`src/design/pus_pkg.sv`:
```
// Shared types, codes and sizing for the PWM update bus write sequencer.
package pus_pkg;

  localparam int CHANNELS     = 4;
  localparam int BYTES_PER_CH = 4;
  localparam int TOTAL_BYTES  = CHANNELS * BYTES_PER_CH;
  localparam int IDX_W        = $clog2(TOTAL_BYTES + 1);
  localparam int CHF_W        = IDX_W - 2;
  localparam int INPUT_CH     = 4;

  localparam int PCT_W   = 15;
  localparam int COUNT_W = 12;
  localparam int ADDR_W  = 7;
  localparam int REG_W   = 8;
  localparam int CFG_W   = 12;

  typedef logic [PCT_W-1:0]   pct_t;
  typedef logic [COUNT_W-1:0] count_t;
  typedef logic [IDX_W-1:0]   idx_t;

  // Clamp limit (100.0 percent in Q8) and saturation limit of an off count.
  localparam pct_t   PCT_MAX   = 15'd25600;
  localparam count_t COUNT_MAX = 12'd4095;

  // floor(q * 41 / 5120) == (q * RECIP_MUL) >> RECIP_SH for all q <= 25600.
  localparam int          RECIP_SH  = 27;
  localparam int          RECIP_W   = 21;
  localparam logic [20:0] RECIP_MUL = 21'd1074791;

  // Configuration register indexes.
  localparam logic [1:0] CFG_SLAVE_ADDRESS  = 2'd0;
  localparam logic [1:0] CFG_START_REGISTER = 2'd1;
  localparam logic [1:0] CFG_ZERO_OFFSET    = 2'd2;

  // Input command codes.
  localparam logic CMD_SEND  = 1'b0;
  localparam logic CMD_EVENT = 1'b1;

  // Bus status codes.
  localparam logic [1:0] ST_START_DONE = 2'd0;
  localparam logic [1:0] ST_ADDR_ACK   = 2'd1;
  localparam logic [1:0] ST_BYTE_SENT  = 2'd2;
  localparam logic [1:0] ST_OTHER      = 2'd3;

  // Reply codes.
  localparam logic [1:0] RPL_NONE     = 2'd0;
  localparam logic [1:0] RPL_ACCEPTED = 2'd1;
  localparam logic [1:0] RPL_BUSY     = 2'd2;
  localparam logic [1:0] RPL_ERROR    = 2'd3;

  // Bus action codes.
  localparam logic [2:0] ACT_NONE  = 3'd0;
  localparam logic [2:0] ACT_START = 3'd1;
  localparam logic [2:0] ACT_ADDR  = 3'd2;
  localparam logic [2:0] ACT_BYTE  = 3'd3;
  localparam logic [2:0] ACT_STOP  = 3'd4;

  // Byte positions inside one channel's four-byte group.
  localparam logic [1:0] POS_OFF_LO = 2'd2;
  localparam logic [1:0] POS_OFF_HI = 2'd3;

  // Control from the sequencer to the channel lanes.
  typedef struct packed {
    logic load;
  } lane_ctrl_t;

endpackage

```
`src/design/pwm_update_i2c_sequencer_core.sv`:
```
// Top level of the PWM update bus write sequencer: config, lanes and sequencer.
//
//  channel  direction  handshake            payload
//  in_      input      in_valid/in_ready    command, four motor percents, bus status
//  out_     output     out_valid/out_ready  reply, bus action, tx byte, busy, error
//  cfg_     input      cfg_we               cfg_index, cfg_wdata
//
// One word is accepted per cycle while in_ready is high; its result word appears in
// the output register in the next cycle. Lanes and sequencer decision are registered.
// in_ready stays high while the output register is empty or being drained, so a
// stalled out_ready holds one result word and blocks only further input.
// Reset (rst_n low, synchronous) clears busy, error, byte index, off counts and
// restores the register defaults.
module pwm_update_i2c_sequencer_core (
  input  logic                      clk,
  input  logic                      rst_n,
  input  logic                      in_valid,
  output logic                      in_ready,
  input  logic                      in_command,
  input  pus_pkg::pct_t             in_motor_a_percent,
  input  pus_pkg::pct_t             in_motor_b_percent,
  input  pus_pkg::pct_t             in_motor_c_percent,
  input  pus_pkg::pct_t             in_motor_d_percent,
  input  logic [1:0]                in_bus_status,
  output logic                      out_valid,
  input  logic                      out_ready,
  output logic [1:0]                out_reply,
  output logic [2:0]                out_bus_action,
  output logic [7:0]                out_tx_byte,
  output logic                      out_busy_flag,
  output logic                      out_error_flag,
  input  logic                      cfg_we,
  input  logic [1:0]                cfg_index,
  input  logic [pus_pkg::CFG_W-1:0] cfg_wdata
);
  import pus_pkg::*;

  logic [ADDR_W-1:0] slave_address_r;
  logic [REG_W-1:0]  start_register_r;
  count_t            zero_offset_r;
  logic              accept;
  logic              out_take;
  lane_ctrl_t        ctrl;
  pct_t              pct_in [INPUT_CH];
  count_t            counts [CHANNELS];

  // Configuration registers; take a write on any cycle with cfg_we high.
  // Write them only while no word is in flight.
  always_ff @(posedge clk) begin
    if (!rst_n) begin
      slave_address_r  <= ADDR_W'(79);
      start_register_r <= REG_W'(6);
      zero_offset_r    <= COUNT_W'(205);
    end else if (cfg_we) begin
      unique case (cfg_index)
        CFG_SLAVE_ADDRESS:  slave_address_r  <= cfg_wdata[ADDR_W-1:0];
        CFG_START_REGISTER: start_register_r <= cfg_wdata[REG_W-1:0];
        CFG_ZERO_OFFSET:    zero_offset_r    <= cfg_wdata[COUNT_W-1:0];
        default: ;
      endcase
    end
  end

  // Advance whenever the result register is free or being taken this cycle.
  assign out_take = out_valid & out_ready;
  assign in_ready = ~out_valid | out_ready;
  assign accept   = in_valid & in_ready;

  assign pct_in[0] = in_motor_a_percent;
  assign pct_in[1] = in_motor_b_percent;
  assign pct_in[2] = in_motor_c_percent;
  assign pct_in[3] = in_motor_d_percent;

  // One lane per channel; channels past the four input ports see zero percent.
  for (genvar ch = 0; ch < CHANNELS; ch++) begin : g_lane
    pct_t lane_pct;
    if (ch < INPUT_CH) begin : g_src
      assign lane_pct = pct_in[ch];
    end else begin : g_zero
      assign lane_pct = '0;
    end
    pus_lane u_lane (
      .clk         (clk),
      .rst_n       (rst_n),
      .ctrl        (ctrl),
      .pct         (lane_pct),
      .zero_offset (zero_offset_r),
      .count       (counts[ch])
    );
  end

  pus_seq u_seq (
    .clk            (clk),
    .rst_n          (rst_n),
    .accept         (accept),
    .command        (in_command),
    .bus_status     (in_bus_status),
    .out_take       (out_take),
    .slave_address  (slave_address_r),
    .start_register (start_register_r),
    .counts         (counts),
    .ctrl           (ctrl),
    .out_valid      (out_valid),
    .reply          (out_reply),
    .bus_action     (out_bus_action),
    .tx_byte        (out_tx_byte),
    .busy_flag      (out_busy_flag),
    .error_flag     (out_error_flag)
  );

endmodule

```
`src/design/pus_lane.sv`:
```
// One channel lane: clamp a percentage, convert it to an off count and hold it.
module pus_lane (
  input  logic            clk,
  input  logic            rst_n,
  input  pus_pkg::lane_ctrl_t ctrl,
  input  pus_pkg::pct_t   pct,
  input  pus_pkg::count_t zero_offset,
  output pus_pkg::count_t count
);
  import pus_pkg::*;

  pct_t                          pct_clamped;
  logic [PCT_W+RECIP_W-1:0]      prod;
  logic [COUNT_W:0]              sum;
  count_t                        count_nxt;
  count_t                        count_r;

  always_comb begin
    pct_clamped = (pct > PCT_MAX) ? PCT_MAX : pct;
    prod        = (PCT_W+RECIP_W)'(pct_clamped) * (PCT_W+RECIP_W)'(RECIP_MUL);
    sum         = (COUNT_W+1)'(prod >> RECIP_SH) + (COUNT_W+1)'(zero_offset);
    // Saturate at the top of the counter range.
    count_nxt   = sum[COUNT_W] ? COUNT_MAX : sum[COUNT_W-1:0];
  end

  always_ff @(posedge clk) begin
    if (!rst_n) begin
      count_r <= '0;
    end else if (ctrl.load) begin
      count_r <= count_nxt;
    end
  end

  assign count = count_r;

endmodule

```
`src/design/pus_seq.sv`:
```
// Request and bus event sequencer, byte merge from the lanes and result register.
module pus_seq (
  input  logic                clk,
  input  logic                rst_n,
  input  logic                accept,
  input  logic                command,
  input  logic [1:0]          bus_status,
  input  logic                out_take,
  input  logic [pus_pkg::ADDR_W-1:0] slave_address,
  input  logic [pus_pkg::REG_W-1:0]  start_register,
  input  pus_pkg::count_t     counts [pus_pkg::CHANNELS],
  output pus_pkg::lane_ctrl_t ctrl,
  output logic                out_valid,
  output logic [1:0]          reply,
  output logic [2:0]          bus_action,
  output logic [7:0]          tx_byte,
  output logic                busy_flag,
  output logic                error_flag
);
  import pus_pkg::*;

  logic       busy_r,   busy_nxt;
  logic       failed_r, failed_nxt;
  idx_t       idx_r,    idx_nxt;
  logic       valid_r;
  logic [1:0] reply_r,  reply_nxt;
  logic [2:0] action_r, action_nxt;
  logic [7:0] tx_r,     tx_nxt;
  logic       load;
  count_t     sel_count;
  logic [7:0] data_byte;

  // Pick the count of the channel that the byte index points at.
  always_comb begin
    sel_count = '0;
    for (int ch = 0; ch < CHANNELS; ch++) begin
      if (idx_r[IDX_W-1:2] == CHF_W'(ch)) begin
        sel_count = counts[ch];
      end
    end
    if (idx_r >= idx_t'(TOTAL_BYTES)) begin
      data_byte = '0;
    end else if (idx_r[1:0] == POS_OFF_LO) begin
      data_byte = sel_count[7:0];
    end else if (idx_r[1:0] == POS_OFF_HI) begin
      data_byte = 8'(sel_count >> 8);
    end else begin
      data_byte = '0;
    end
  end

  always_comb begin
    busy_nxt   = busy_r;
    failed_nxt = failed_r;
    idx_nxt    = idx_r;
    reply_nxt  = RPL_NONE;
    action_nxt = ACT_NONE;
    tx_nxt     = '0;
    load       = 1'b0;
    if (command == CMD_SEND) begin
      priority if (busy_r) begin
        reply_nxt = RPL_BUSY;
      end else if (failed_r) begin
        reply_nxt = RPL_ERROR;
      end else begin
        load       = accept;
        busy_nxt   = 1'b1;
        reply_nxt  = RPL_ACCEPTED;
        action_nxt = ACT_START;
      end
    end else begin
      unique case (bus_status)
        ST_START_DONE: begin
          action_nxt = ACT_ADDR;
          tx_nxt     = {slave_address, 1'b0};
        end
        ST_ADDR_ACK: begin
          action_nxt = ACT_BYTE;
          tx_nxt     = start_register;
        end
        ST_BYTE_SENT: begin
          if (idx_r >= idx_t'(TOTAL_BYTES)) begin
            action_nxt = ACT_STOP;
            idx_nxt    = '0;
            busy_nxt   = 1'b0;
          end else begin
            action_nxt = ACT_BYTE;
            tx_nxt     = data_byte;
            idx_nxt    = idx_r + idx_t'(1);
          end
        end
        default: begin
          busy_nxt   = 1'b0;
          failed_nxt = 1'b1;
        end
      endcase
    end
  end

  always_ff @(posedge clk) begin
    if (!rst_n) begin
      busy_r   <= 1'b0;
      failed_r <= 1'b0;
      idx_r    <= '0;
      valid_r  <= 1'b0;
    end else begin
      if (accept) begin
        busy_r   <= busy_nxt;
        failed_r <= failed_nxt;
        idx_r    <= idx_nxt;
        valid_r  <= 1'b1;
      end else if (out_take) begin
        valid_r  <= 1'b0;
      end
    end
  end

  // Result payload: load on accept, hold otherwise.
  always_ff @(posedge clk) begin
    if (accept) begin
      reply_r  <= reply_nxt;
      action_r <= action_nxt;
      tx_r     <= tx_nxt;
    end
  end

  assign ctrl.load  = load;
  assign out_valid  = valid_r;
  assign reply      = reply_r;
  assign bus_action = action_r;
  assign tx_byte    = tx_r;
  assign busy_flag  = busy_r;
  assign error_flag = failed_r;

endmodule
```
`config.mk`:
```
export PLATFORM = sky130hd
export DESIGN_NAME = pwm_update_i2c_sequencer_core
export DESIGN_NICKNAME = d
export VERILOG_FILES = /design/src/design/pus_pkg.sv /design/src/design/pwm_update_i2c_sequencer_core.sv /design/src/design/pus_lane.sv /design/src/design/pus_seq.sv
export SDC_FILE = /design/constraint.sdc
export NUM_CORES = 1
export LEC_CHECK = 0
export BUFFER_PORTS_ARGS = -buffer_cell sky130_fd_sc_hd__buf_4
export CAP_MARGIN = 10
export CELL_PAD_IN_SITES_DETAIL_PLACEMENT = 0
export CELL_PAD_IN_SITES_GLOBAL_PLACEMENT = 2
export CORE_ASPECT_RATIO = 0.6
export CORE_UTILIZATION = 37
export CTS_CLUSTER_DIAMETER = 200
export DETAILED_ROUTE_END_ITERATION = 7
export GPL_TIMING_DRIVEN = 1
export PLACE_DENSITY = 0.8
export RECOVER_POWER = 100
export SYNTH_ARGS = -nofsm -noshare
export SYNTH_HDL_FRONTEND = slang
export SYNTH_SLANG_ARGS = --single-unit
```
`constraint.sdc`:
```
create_clock -name clk -period 9.23 [get_ports clk]
set_input_delay 1.3845 -clock clk [delete_from_list [all_inputs] [get_ports clk]]
set_output_delay 1.3845 -clock clk [all_outputs]
set_load 0.005 [all_outputs]
```
==> impl_metrics.xml <==
<?xml version="1.0" encoding="UTF-8"?>
<metrics>
  <group name="clock_tree">
    <metric name="tritoncts" unit="">done</metric>
    <metric name="numCtsBuffers" unit="">9</metric>
    <metric name="worstSkewPairLatency" unit="ns">0.35</metric>
    <metric name="worst_setup_hold_path_clk_slew" unit="ns">0.07</metric>
    <metric name="clk_sinks" unit="">96</metric>
    <metric name="clockBufferDepth" unit="">2</metric>
    <metric name="clock_tree.htree_level_count" unit="">3</metric>
    <metric name="clk_root_buffer_cell" unit="">sky130_fd_sc_hd__clkbuf_16</metric>
  </group>
  <group name="logic_synthesis">
    <metric name="post_synth_instance_area" unit="um^2">21980</metric>
    <metric name="synth_top_area_frac" unit="">0.2909</metric>
    <metric name="yosys.area.top_type" unit="">sky130_fd_sc_hd__ha_1</metric>
    <metric name="ys_warns" unit="">0</metric>
    <metric name="avgSynthCellArea" unit="um^2">9.095</metric>
    <metric name="syn_inst" unit="">2417</metric>
    <metric name="ys_async_sr_fraction" unit="">0</metric>
    <metric name="sequential_to_total_area_share_from_yosys_stat" unit="">0.09335</metric>
    <metric name="synth_cell_types" unit="">73</metric>
    <metric name="mappedNetlistNets" unit="">3306</metric>
    <metric name="synthFlopType" unit="">sky130_fd_sc_hd__dfxtp_1</metric>
    <metric name="count_of_flip_flops_with_a_built_in_enable_after_synthesis" unit="">13</metric>
    <metric name="ys_top_cells_by_area" unit="">sky130_fd_sc_hd__ha_1 29%, sky130_fd_sc_hd__fa_1 27%, sky130_fd_sc_hd__inv_1 11%</metric>
    <metric name="synth.ff_latch_count" unit="">96</metric>
  </group>
  <group name="global_route">
    <metric name="first_global_vias" unit="">17130</metric>
    <metric name="grt.total_usage" unit="">0.1931</metric>
    <metric name="grt_first_pass_wirelength" unit="um">92400</metric>
    <metric name="grt_remaining_overflow" unit="">0</metric>
    <metric name="initial_antenna_violation_count" unit="">0</metric>
    <metric name="pin_count_of_the_biggest_net_entering_global_routing" unit="">86</metric>
  </group>
  <group name="routing">
    <metric name="post_drt_wl_per_cell" unit="um">16.52</metric>
    <metric name="number_of_detailed_route_iterations_in_the_first_pass" unit="">5</metric>
    <metric name="drc" unit="">0</metric>
    <metric name="avgViaCountPerCell" unit="">4.846</metric>
    <metric name="routed_wl" unit="um">57160</metric>
    <metric name="drt_iter0_drc" unit="">915</metric>
    <metric name="route.vias.total" unit="">16770</metric>
    <metric name="drt.antenna.violating_nets" unit="">0</metric>
  </group>
  <group name="place">
    <metric name="gpl.final_weighted_congestion" unit="">0.9074</metric>
    <metric name="dp_slack" unit="ns">-0.6178</metric>
    <metric name="placed_cells" unit="">3433</metric>
    <metric name="dp_hpwl" unit="um">50590</metric>
    <metric name="port-buffer-count" unit="">98</metric>
  </group>
  <group name="critical_path">
    <metric name="cp-start-kind" unit="">input port</metric>
    <metric name="critPathCaptureType" unit="">flop</metric>
    <metric name="timing.critical_path.max_delay_family" unit="">adder cells</metric>
    <metric name="critPathSlowestCell" unit="">sky130_fd_sc_hd__fa_2</metric>
    <metric name="critical-path-max-stage-delay" unit="ns">0.55</metric>
    <metric name="timing_worst_setup_path_type" unit="">input port to flop</metric>
    <metric name="path_max_fanout" unit="">5</metric>
    <metric name="cp.arrival" unit="ns">9.21</metric>
    <metric name="cp_data_required_time" unit="ns">9.51</metric>
    <metric name="cp_num_buf_inv" unit="">8</metric>
  </group>
  <group name="timing">
    <metric name="slew-limit-headroom" unit="">0.3772</metric>
    <metric name="drv_slew" unit="">0</metric>
    <metric name="layout_worst_path_cycle_share" unit="">0.9681</metric>
    <metric name="timing_hold_violations_final" unit="">0</metric>
    <metric name="setup_viol_count_final" unit="">0</metric>
    <metric name="worst-slew-pin-transition" unit="ns">0.9330</metric>
    <metric name="layout_setup_ws" unit="ns">0.2949</metric>
    <metric name="tns" unit="ns">0</metric>
    <metric name="skew" unit="ns">0.007989</metric>
    <metric name="clock.fmax" unit="MHz">111.9</metric>
    <metric name="final_period_minus_worst_setup_slack" unit="ns">8.935</metric>
  </group>
  <group name="status">
    <metric name="status" unit="">completed</metric>
  </group>
  <group name="layout">
    <metric name="flow.area_growth_from_synthesis" unit="%">17.41</metric>
    <metric name="insertedDiodeCount" unit="">0</metric>
    <metric name="final_core_util" unit="">0.4441</metric>
    <metric name="final-seq-area" unit="um^2">2052</metric>
    <metric name="drive_above_1_share" unit="">0.1661</metric>
    <metric name="fillerInstances" unit="">5667</metric>
    <metric name="final-instance-count-excl-fill" unit="">3461</metric>
    <metric name="net_count_final" unit="">3575</metric>
    <metric name="area_of_the_multi_input_gates" unit="um^2">17840</metric>
  </group>
  <group name="floorplanning">
    <metric name="initial_core_util" unit="">0.3783</metric>
    <metric name="floorplan.die_area" unit="um^2">60420</metric>
    <metric name="fp.dieH" unit="um">190.8</metric>
    <metric name="core_area" unit="um^2">58110</metric>
    <metric name="design.portCount" unit="">99</metric>
    <metric name="row_count" unit="">68</metric>
    <metric name="die_width" unit="um">316.7</metric>
  </group>
  <group name="pwr">
    <metric name="power-per-cell-area" unit="nW/um^2">276.7</metric>
    <metric name="pwr-share-seq" unit="">0.067</metric>
    <metric name="combPwrFrac" unit="">0.881</metric>
    <metric name="p_int" unit="mW">3.531</metric>
    <metric name="power.net_switching" unit="mW">3.611</metric>
    <metric name="sw_frac_of_total" unit="">0.5056</metric>
    <metric name="peakVddDrop" unit="V">0.0001503</metric>
    <metric name="cellLeakagePower" unit="nW">14.04</metric>
    <metric name="clock_power_share" unit="">0.053</metric>
  </group>
  <group name="flow_run">
    <metric name="max-cap-violations" unit="">0</metric>
  </group>
  <group name="hold_path">
    <metric name="holdCritPathClass" unit="">flop to flop</metric>
  </group>
</metrics>
[power groups by stage]
stage,sequential (mW),combinational (mW),clock (mW)
floorplan,0.476,4.07,0
finish,0.476,6.29,0.377
global placement,0.486,5.88,0
detailed placement,0.486,6.01,0
global route,0.480,7.27,0.401
CTS,0.477,6.12,0.382
[cell usage after synthesis, types with 21 or more instances]
cell type                  instances
sky130_fd_sc_hd__inv_1           636
sky130_fd_sc_hd__ha_1            511
sky130_fd_sc_hd__fa_1            296
sky130_fd_sc_hd__nand2_1         128
sky130_fd_sc_hd__a21oi_1         117
sky130_fd_sc_hd__o21ai_0         101
sky130_fd_sc_hd__dfxtp_1          83
sky130_fd_sc_hd__nor2_1           55
sky130_fd_sc_hd__clkbuf_1         42
sky130_fd_sc_hd__xnor2_1          38
sky130_fd_sc_hd__a21o_1           37
sky130_fd_sc_hd__nand3_1          32
sky130_fd_sc_hd__mux2i_1          30
sky130_fd_sc_hd__and2_1           28
sky130_fd_sc_hd__nor2b_1          23
sky130_fd_sc_hd__xor2_1           22
sky130_fd_sc_hd__nor3_1           21
[flip-flops by register name, indices dropped and copies added (netlist names)]
name	count
u_seq.bus_action	3
zero_offset_r	12
u_seq.tx_byte	8
u_seq.reply	2
u_seq.busy_flag	1
u_seq.out_valid	1
slave_address_r	7
start_register_r	8
u_seq.error_flag	1
g_lane.u_lane.count	48
u_seq.idx_r	5
[routing by layer]
metal	GRT usage	vias to the layer above	wire, um
met5	0	-	0
met4	0.01183	0	208
met3	0.02381	15	2987
met2	0.2658	269	22050
met1	0.3231	8138	31910
li1	-	8351	-
[path summary, 6_finish.rpt]
kind | end | startpoint | cells after the start | slack [ns]
setup / recovery | g_lane[1].u_lane.count[11]$_SDFFE_PN0P_ | in_motor_b_percent[0] | 34 | 0.29
hold / removal | g_lane[0].u_lane.count[10]$_SDFFE_PN0P_ | g_lane[0].u_lane.count[10]$_SDFFE_PN0P_ | 2 | 0.47
setup reg to reg | g_lane[1].u_lane.count[8]$_SDFFE_PN0P_ | zero_offset_r[1]$_SDFFE_PN0P_ | 11 | 6.41
hold reg to reg | g_lane[0].u_lane.count[10]$_SDFFE_PN0P_ | g_lane[0].u_lane.count[10]$_SDFFE_PN0P_ | 2 | 0.47
[logic make-up (layout without fill, tap and decap cells)]
| group | count (synthesis) | in the layout | synth area share |
|---|---|---|---|
| AO/OA/AOI/OAI | 383 | 385 | 0.1116 |
| XOR/XNOR | 60 | 60 | 0.02391 |
| AND/OR/NAND/NOR | 356 | 356 | 0.07963 |
| buffers and inverters | 684 | 956 | 0.1170 |
| flip-flops | 96 | 96 | 0.09335 |
| multiplexers | 31 | 31 | 0.01417 |
| adder cells (fa/ha/maj) | 807 | 807 | 0.5604 |
[layout by cell type, fill, tap and decap left out, types with 9 or more instances in the layout]
cell type / n
sky130_fd_sc_hd__inv_1: 631
sky130_fd_sc_hd__ha_1: 501
sky130_fd_sc_hd__fa_1: 281
sky130_fd_sc_hd__buf_4: 277
sky130_fd_sc_hd__nand2_1: 124
sky130_fd_sc_hd__a21oi_1: 103
sky130_fd_sc_hd__dfxtp_1: 83
sky130_fd_sc_hd__o21ai_0: 81
sky130_fd_sc_hd__nor2_1: 51
sky130_fd_sc_hd__a21o_1: 37
sky130_fd_sc_hd__xnor2_1: 36
sky130_fd_sc_hd__nand3_1: 32
sky130_fd_sc_hd__mux2i_1: 30
sky130_fd_sc_hd__nor2b_1: 22
sky130_fd_sc_hd__nor3_1: 20
sky130_fd_sc_hd__xor2_1: 20
sky130_fd_sc_hd__clkbuf_4: 18
sky130_fd_sc_hd__a21oi_2: 16
sky130_fd_sc_hd__fa_2: 15
sky130_fd_sc_hd__o21ai_1: 14
sky130_fd_sc_hd__a31oi_1: 14
sky130_fd_sc_hd__and2_1: 14
sky130_fd_sc_hd__edfxtp_1: 13
sky130_fd_sc_hd__nand4_1: 11
sky130_fd_sc_hd__a211oi_1: 11
sky130_fd_sc_hd__or2_2: 10
sky130_fd_sc_hd__o21a_1: 10
sky130_fd_sc_hd__and2_0: 10
sky130_fd_sc_hd__a21boi_0: 10
sky130_fd_sc_hd__o22ai_1: 9
sky130_fd_sc_hd__clkbuf_16: 9
[tightest hold or removal path, stage by stage (launching register included)]
cell                      delay [ns]
sky130_fd_sc_hd__dfxtp_1        0.31
sky130_fd_sc_hd__nand3_1        0.06
sky130_fd_sc_hd__nand3_1        0.05
[per-stage QoR]
stage	total power [mW]	hold slack, ns	area [um^2]
5_1_grt	8.154	0.5087	25810
4_1_cts	6.975	0.4752	25310
3_3_place_gp	6.366	0.4548	24980
2_1_floorplan	4.544	0.4381	21980
6_report	7.142	0.4710	25810
3_5_place_dp	6.495	0.4590	24980
[timing repair]
item                                    in CTS  in global routing
endpoints found under the setup margin      34                 48
pin swaps                                    1                 53
gates resized for setup                      8                121
hold buffers                                 0                  0
gates cloned                                 0                  5
setup buffers                                0                  7
[cell type report]
cell class | instances | share of cell area
Tap cell | 770 | 0.03733
Multi-Input combinational cell | 1639 | 0.6911
Sequential cell | 96 | 0.07950
Clock buffer | 9 | 0.008726
Clock inverter | 7 | 0.002812
Timing Repair Buffer | 304 | 0.08804
Inverter | 636 | 0.09250
No activity file was read; power rests on OpenSTA's default activity.
